`src/hw/rtl/pox_beat_pkg.sv`:
```
// shared constants, widths and filter helper for the beat estimator
package pox_beat_pkg;

    localparam int DIV_NUM_W = 48;
    localparam int DIV_DEN_W = 41;

    // input scale, sample / 3.48311 in Q12 after a 16 bit shift
    localparam logic signed [32:0] SCALE_K = 33'sd77067752;

    // band-pass feedback coefficients in Q20, oldest output first
    localparam logic signed [32:0] COEF [4] = '{
        -33'sd180158, 33'sd386573, -33'sd1228734, 33'sd2069683
    };

    localparam logic [9:0]  OXY_MIN     = 10'd500;
    localparam logic [9:0]  OXY_MAX     = 10'd1010;
    localparam logic [10:0] OXY_BASE    = 11'd1100;
    localparam logic [10:0] OXY_TOP     = 11'd1000;
    localparam logic [10:0] OXY_CLAMP   = 11'd999;

    localparam logic [2:0] CFG_THRESHOLD = 3'd0;
    localparam logic [2:0] CFG_MIN_GAP   = 3'd1;
    localparam logic [2:0] CFG_SPM       = 3'd2;
    localparam logic [2:0] CFG_RATE_LOW  = 3'd3;
    localparam logic [2:0] CFG_RATE_HIGH = 3'd4;

    // x[n] - 2 x[n-2] + x[n-4] + rounded feedback, saturated to 32 bits
    function automatic logic signed [31:0] filt_out(
        input logic signed [31:0] x0,
        input logic signed [31:0] x2,
        input logic signed [31:0] x4,
        input logic signed [55:0] fb
    );
        logic signed [55:0] fr;
        logic signed [37:0] sum;
        fr  = (fb + 56'sd524288) >>> 20;
        sum = 38'(x0) + 38'(x4) - (38'(x2) <<< 1) + fr[37:0];
        if (sum > 38'sd2147483647)
            filt_out = 32'sh7fffffff;
        else if (sum < -38'sd2147483648)
            filt_out = 32'sh80000000;
        else
            filt_out = sum[31:0];
    endfunction

endpackage

```
`src/hw/rtl/pox_beat_div.sv`:
```
// shared restoring divider, one quotient bit per cycle
module pox_beat_div
    import pox_beat_pkg::*;
(
    input  logic                 clk,
    input  logic                 rst_n,
    input  logic                 start,
    input  logic [DIV_NUM_W-1:0] num,
    input  logic [DIV_DEN_W-1:0] den,
    output logic                 done,
    output logic [DIV_NUM_W-1:0] quo
);

    localparam int CNT_W = $clog2(DIV_NUM_W + 1);

    logic [DIV_DEN_W-1:0] rem_reg;
    logic [DIV_DEN_W-1:0] den_reg;
    logic [DIV_NUM_W-1:0] quo_reg;
    logic [CNT_W-1:0]     cnt_reg;
    logic                 done_reg;
    logic [DIV_DEN_W:0]   trial;
    logic [DIV_DEN_W:0]   diff;

    assign trial = {rem_reg, quo_reg[DIV_NUM_W-1]};
    assign diff  = trial - {1'b0, den_reg};

    always_ff @(posedge clk or negedge rst_n)
    begin
        if (!rst_n)
        begin
            cnt_reg  <= '0;
            done_reg <= 1'b0;
        end
        else
        begin
            done_reg <= 1'b0;
            if (start)
            begin
                cnt_reg <= CNT_W'(DIV_NUM_W);
            end
            else if (cnt_reg != '0)
            begin
                cnt_reg <= cnt_reg - 1'b1;
                if (cnt_reg == CNT_W'(1))
                    done_reg <= 1'b1;
            end
        end
    end

    always_ff @(posedge clk)
    begin
        if (start)
        begin
            rem_reg <= '0;
            den_reg <= den;
            quo_reg <= num;
        end
        else if (cnt_reg != '0)
        begin
            if (!diff[DIV_DEN_W])
            begin
                rem_reg <= diff[DIV_DEN_W-1:0];
                quo_reg <= {quo_reg[DIV_NUM_W-2:0], 1'b1};
            end
            else
            begin
                rem_reg <= trial[DIV_DEN_W-1:0];
                quo_reg <= {quo_reg[DIV_NUM_W-2:0], 1'b0};
            end
        end
    end

    assign done = done_reg;
    assign quo  = quo_reg;

endmodule

```
`config.mk`:
```
export PLATFORM = sky130hd
export DESIGN_NAME = pox_beat_div
export DESIGN_NICKNAME = d
export VERILOG_FILES = /design/src/hw/rtl/pox_beat_pkg.sv /design/src/hw/rtl/pox_beat_div.sv
export SDC_FILE = /design/constraint.sdc
export NUM_CORES = 1
export LEC_CHECK = 0
export ABC_AREA = 1
export ABC_CLOCK_PERIOD_IN_PS = 2700
export BUFFER_PORTS_ARGS = -buffer_cell sky130_fd_sc_hd__buf_2
export CAP_MARGIN = 20
export CORE_MARGIN = 2
export CORE_UTILIZATION = 52
export CTS_BUF_LIST = sky130_fd_sc_hd__clkbuf_8 sky130_fd_sc_hd__clkbuf_16
export CTS_CLUSTER_SIZE = 40
export DETAILED_ROUTE_END_ITERATION = 8
export PLACE_DENSITY = 0.8
export SKIP_LAST_GASP = 1
export SYNTH_ARGS = -nofsm -noshare
export SYNTH_HDL_FRONTEND = slang
export SYNTH_SLANG_ARGS = --single-unit
```
`constraint.sdc`:
```
create_clock -name clk -period 2.7 [get_ports clk]
set_clock_uncertainty 0.2 [all_clocks]
set_input_delay 0.135 -clock clk [delete_from_list [all_inputs] [get_ports clk]]
set_output_delay 0.135 -clock clk [all_outputs]
set_load 0.01 [all_outputs]
```
==> impl.org <==
** Setup path
- Worst-case reg-to-reg path depth :: 14
- On the critical path, the stage with the largest delay is an instance of edfxtp_1.
- The worst register-to-register path ends at rem_reg[36].
- The critical path ends at rem_reg[36].
- The critical path crosses 14 cells after its start point.
- STA classifies the critical path startpoint as a register.
- Crit path required time :: 2860 ps
- Cell breakdown of the critical path :: inv_1 > ha_1 > nand2_1 > nor2_1 > inv_1 > nor2_1 > nand4_1 > nand3_1 > nand2_1 > nand2_1 > nand2_1 > nand2_1 > nor2_1 > o21ai_1
- The critical path contains buffers and inverters numbering 2 combined.
- Setup slack on the worst reg-to-reg path comes out at 110 ps.
- In this design, the stage delay of the slowest critical-path cell is 360 ps.
- Reg-to-reg critical path startpoint :: den_reg[18]
- Kind of cell adding the most delay to the critical path :: simple AND/OR/NAND/NOR gates
- Max FO, Critical Path :: 4
- First element of the critical path :: den_reg[18]
- Counting stages on the worst path, the most repeated cell is nand2_1.
- Crit path capture type :: register
- Category of the most critical setup path :: register to register
- For the worst setup path, the data arrival time is roughly 2800 ps.

** Pwr
- Summing internal, switching and leakage power gives 5570 uW.
- Ratio of total power to cell area :: 480 nW/um^2
- In this run switching power makes up 28.9% of total power.
- Part of the power in combinational logic :: between 10% and 20%
- Across the VDD grid, the largest voltage drop is roughly 0.41 mV.
- Static leakage power :: about 0.0062 uW
- Part of the power in registers :: a little over two fifths
- Of the total power, the clock network draws 41.5%.
- The internal portion of the total power is approximately 4000 uW.
- Net load switching power :: about 1600 uW

** Placed design
- The congestion estimate from routability-driven global placement came to 0.969.
- Detailed placement HPWL :: 17.4 mm
- Input/output buffers :: 140

** Synthesis
- Part of the Yosys area used for sequential elements :: 40.9%
- Total standard cell area after synthesis :: 8970 sq um
- Synthesis produced a netlist whose cell count is 1,299.
- During synthesis, Yosys emitted a total of 0 warnings.
- Dividing the synthesized area by the synthesized cell count gives 6.91 sq um.
- Dominant register cell in the synthesized netlist :: edfxtp_1
- Net count after synthesis :: approximately 1,400
- Counting distinct cell types in the post-synthesis netlist gives 42.
- Synthesis inferred 137 register bits.
- Async set-or-reset flop fraction in the synthesized netlist :: 5.11%
- Yosys mapped a number of flops with a built-in enable equal to 89.

** STA
- Setup repair after global routing left no endpoint under its margin.
- Setup violations remaining at the end of the flow were counted as 0.
- In this run the tightest slew margin relative to its limit is 66.6%.
- The number of failing hold endpoints at the final stage is 0.
- Timing would allow up to 0.386 GHz.
- Final cycle utilization of the critical path :: between 90% and 100%
- Setup_tns :: 0 ps
- For the pin with the worst max-slew slack, the measured transition is 501 ps.
- After layout, the minimum clock period comes to about 2600 ps.
- Total count of max-transition violations in the final report :: 0

** Clocking
- Clock sinks :: about 140
- In this run the number of H-tree levels came out at 4.
- Clock latency on the worst-skew pair, taken at its later pin, is 430 ps.
- The cell sitting at the root of the clock tree is a clkbuf_16.
- After clock tree synthesis, the clock-pin slew on the worst setup and hold paths is about 70 ps.
- Clock tree from TritonCTS :: done
- In this run, CTS created clock tree buffers numbering 17.
- In this run the deepest clock path goes through 2 buffers.

** Global routing
- Overall Global Routing Usage :: 28.6%
- Global routing finished with a remaining overflow of 0.
- Number of antenna violations at the first check in global routing :: 0
- The via count of the first global-routing pass was 8,475.
- First-pass GRT wire length :: 41.3 mm
- Pin count of the biggest net entering global routing :: 60

** Floorplan
- 141 I/O pins were placed.
- Floorplan die height :: 135 microns
- After floorplanning, the core was divided into 48 placement rows.
- Starting utilization of the core area :: a little over half
- The die covers approximately 18,000 sq um.
- Placeable core region :: 17,100 sq um
- The die is about 140 microns wide.

** Finish
- Final net count :: 1,676
- Largest register FFs :: 48
- Antenna diode count :: 0
- In the final layout, the share of cells above drive strength 1 is 14.9%.
- Number of filler instances in the final layout :: roughly 1,400
- The area growth from synthesis to layout is 29.3%.

** Routing
- For this block, the via count after detailed routing is approximately 8,800.
- In this run, the number of DRC markers left after iteration 0 of detailed routing was between 600 and 700.
- After detailed routing, the number of remaining DRC violations is 0.
- Wires add up to 26.0 mm.
- The first detailed-routing pass took 5 iterations.
- Average wire length per cell after detail routing :: ~15 microns
- Average via count per standard cell :: 4.94
- Once detail routing completed, the nets flagged for antenna violations numbered 0.

** Flow run
- # Max-Cap Violations :: 0

** Worst hold path
- Kind of path behind the tightest hold check :: input port to register

** Run status
- The flow ran to the end, and the final reports show no timing, DRC or antenna violations.
[repair_timing]
item / CTS / global route
hold endpoints to repair: 100 / 0
endpoints found under the setup margin: 0 / 36
setup buffers: 0 / 3
resized for setup: 0 / 22
hold buffers: 93 / 0
[kinds of logic (layout without fill, tap and decap cells)]
| kind of cell | count (synthesis) | count (layout) | synth area share, % |
|---|---|---|---|
| XOR/XNOR | 24 | 24 | 2.34 |
| AND/OR/NAND/NOR | 770 | 772 | 35.0 |
| adder cells (fa/ha/maj) | 44 | 44 | 6.22 |
| flip-flops | 137 | 137 | 40.9 |
| AO/OA/AOI/OAI | 66 | 66 | 4.22 |
| buffers and inverters | 258 | 510 | 11.4 |
[power groups by stage]
stage | Combinational (uW) | Sequential [uW] | Clock, uW
after global routing | 895 | 2470 | 2420
after global placement | 658 | 2490 | 0
after floorplan | 384 | 2510 | 0
final | 809 | 2450 | 2310
after CTS | 776 | 2450 | 2330
after detailed placement | 671 | 2490 | 0
[Yosys cell counts, types with 4 or more instances]
master | n | area share, %
a21oi_1 | 31 | 1.7
buf_1 | 4 | 0.17
buf_6 | 5 | 0.63
clkbuf_1 | 15 | 0.63
dfrtp_1 | 7 | 2.0
dfxtp_1 | 41 | 9.1
edfxtp_1 | 89 | 30
ha_1 | 43 | 6.0
inv_1 | 231 | 9.7
nand2_1 | 577 | 24
nand2_2 | 8 | 0.56
nand3_1 | 73 | 4.1
nand4_1 | 4 | 0.28
nor2_1 | 86 | 3.6
nor2_2 | 5 | 0.35
o21a_1 | 4 | 0.33
o21ai_0 | 14 | 0.78
o21ai_1 | 5 | 0.28
o21bai_1 | 4 | 0.33
xnor2_1 | 19 | 1.9
xor2_1 | 5 | 0.49
[area by class of cell]
| type | count | area [sq um] | area share (%) |
|---|---|---|---|
| repair buffers | 246 | 1780 | 15.4 |
| flip-flops and latches | 137 | 3670 | 31.6 |
| multi-input cells | 906 | 4420 | 38.1 |
| well taps | 225 | 282 | 2.43 |
| inverters | 232 | 871 | 7.51 |
| clock buffers | 17 | 425 | 3.67 |
| clock inverters | 15 | 153 | 1.32 |
[routing by layer]
metal	part of all wire, %	wire, microns	GRT usage, %	vias to the layer above
met5	0	0	0	-
met4	1.7	433	7.35	0
met3	6.3	1640	4.94	33
met2	48	12400	49.4	302
met1	44	11500	37.5	3996
li1	-	-	-	4452
[stage by stage]
stage | setup WS, ps | instances | utilization (%) | instance area (sq um) | hold slack, ps
finish | 108 | 1778 | 68.0 | 11600 | 210
CTS | 68.8 | 1773 | 67.1 | 11400 | 207
floorplan | 152 | 1299 | - | 8970 | -361
detailed placement | 96.7 | 1648 | 58.3 | 9940 | -214
global route | 1.75 | 1778 | 68.0 | 11600 | 212
global placement | 131 | 1648 | 58.3 | 9940 | -222
[layout by cell type (no fill, tap or decap), drive strengths merged]
cell,n
a21oi,34
dlygate4sd3,93
nand4,5
fa,1
or2,2
nand3,76
nor2,93
nand3b,2
clkinvlp,3
a21o,2
xor2,5
nor3,1
o21a,4
clkbuf,17
buf,153
ha,43
clkinv,3
o22ai,1
nor3b,1
a31oi,1
dfxtp,41
o31ai,1
edfxtp,89
dfrtp,7
nand2,590
inv,241
xnor2,19
o21bai,4
o21ai,19
and2,2
[worst min path at each step]
stage          startpoint          end  slack [ps]  cells after the start
3_5_place_dp        rst_n         done        -210                      1
4_1_cts           den[26]  den_reg[26]         210                      2
6_report          den[28]  den_reg[28]         210                      2
5_1_grt           den[28]  den_reg[28]         210                      2
3_3_place_gp        rst_n         done        -220                      1
2_1_floorplan       rst_n   cnt_reg[0]        -360                      0
Note: power is estimated with default switching activity, not from simulation.
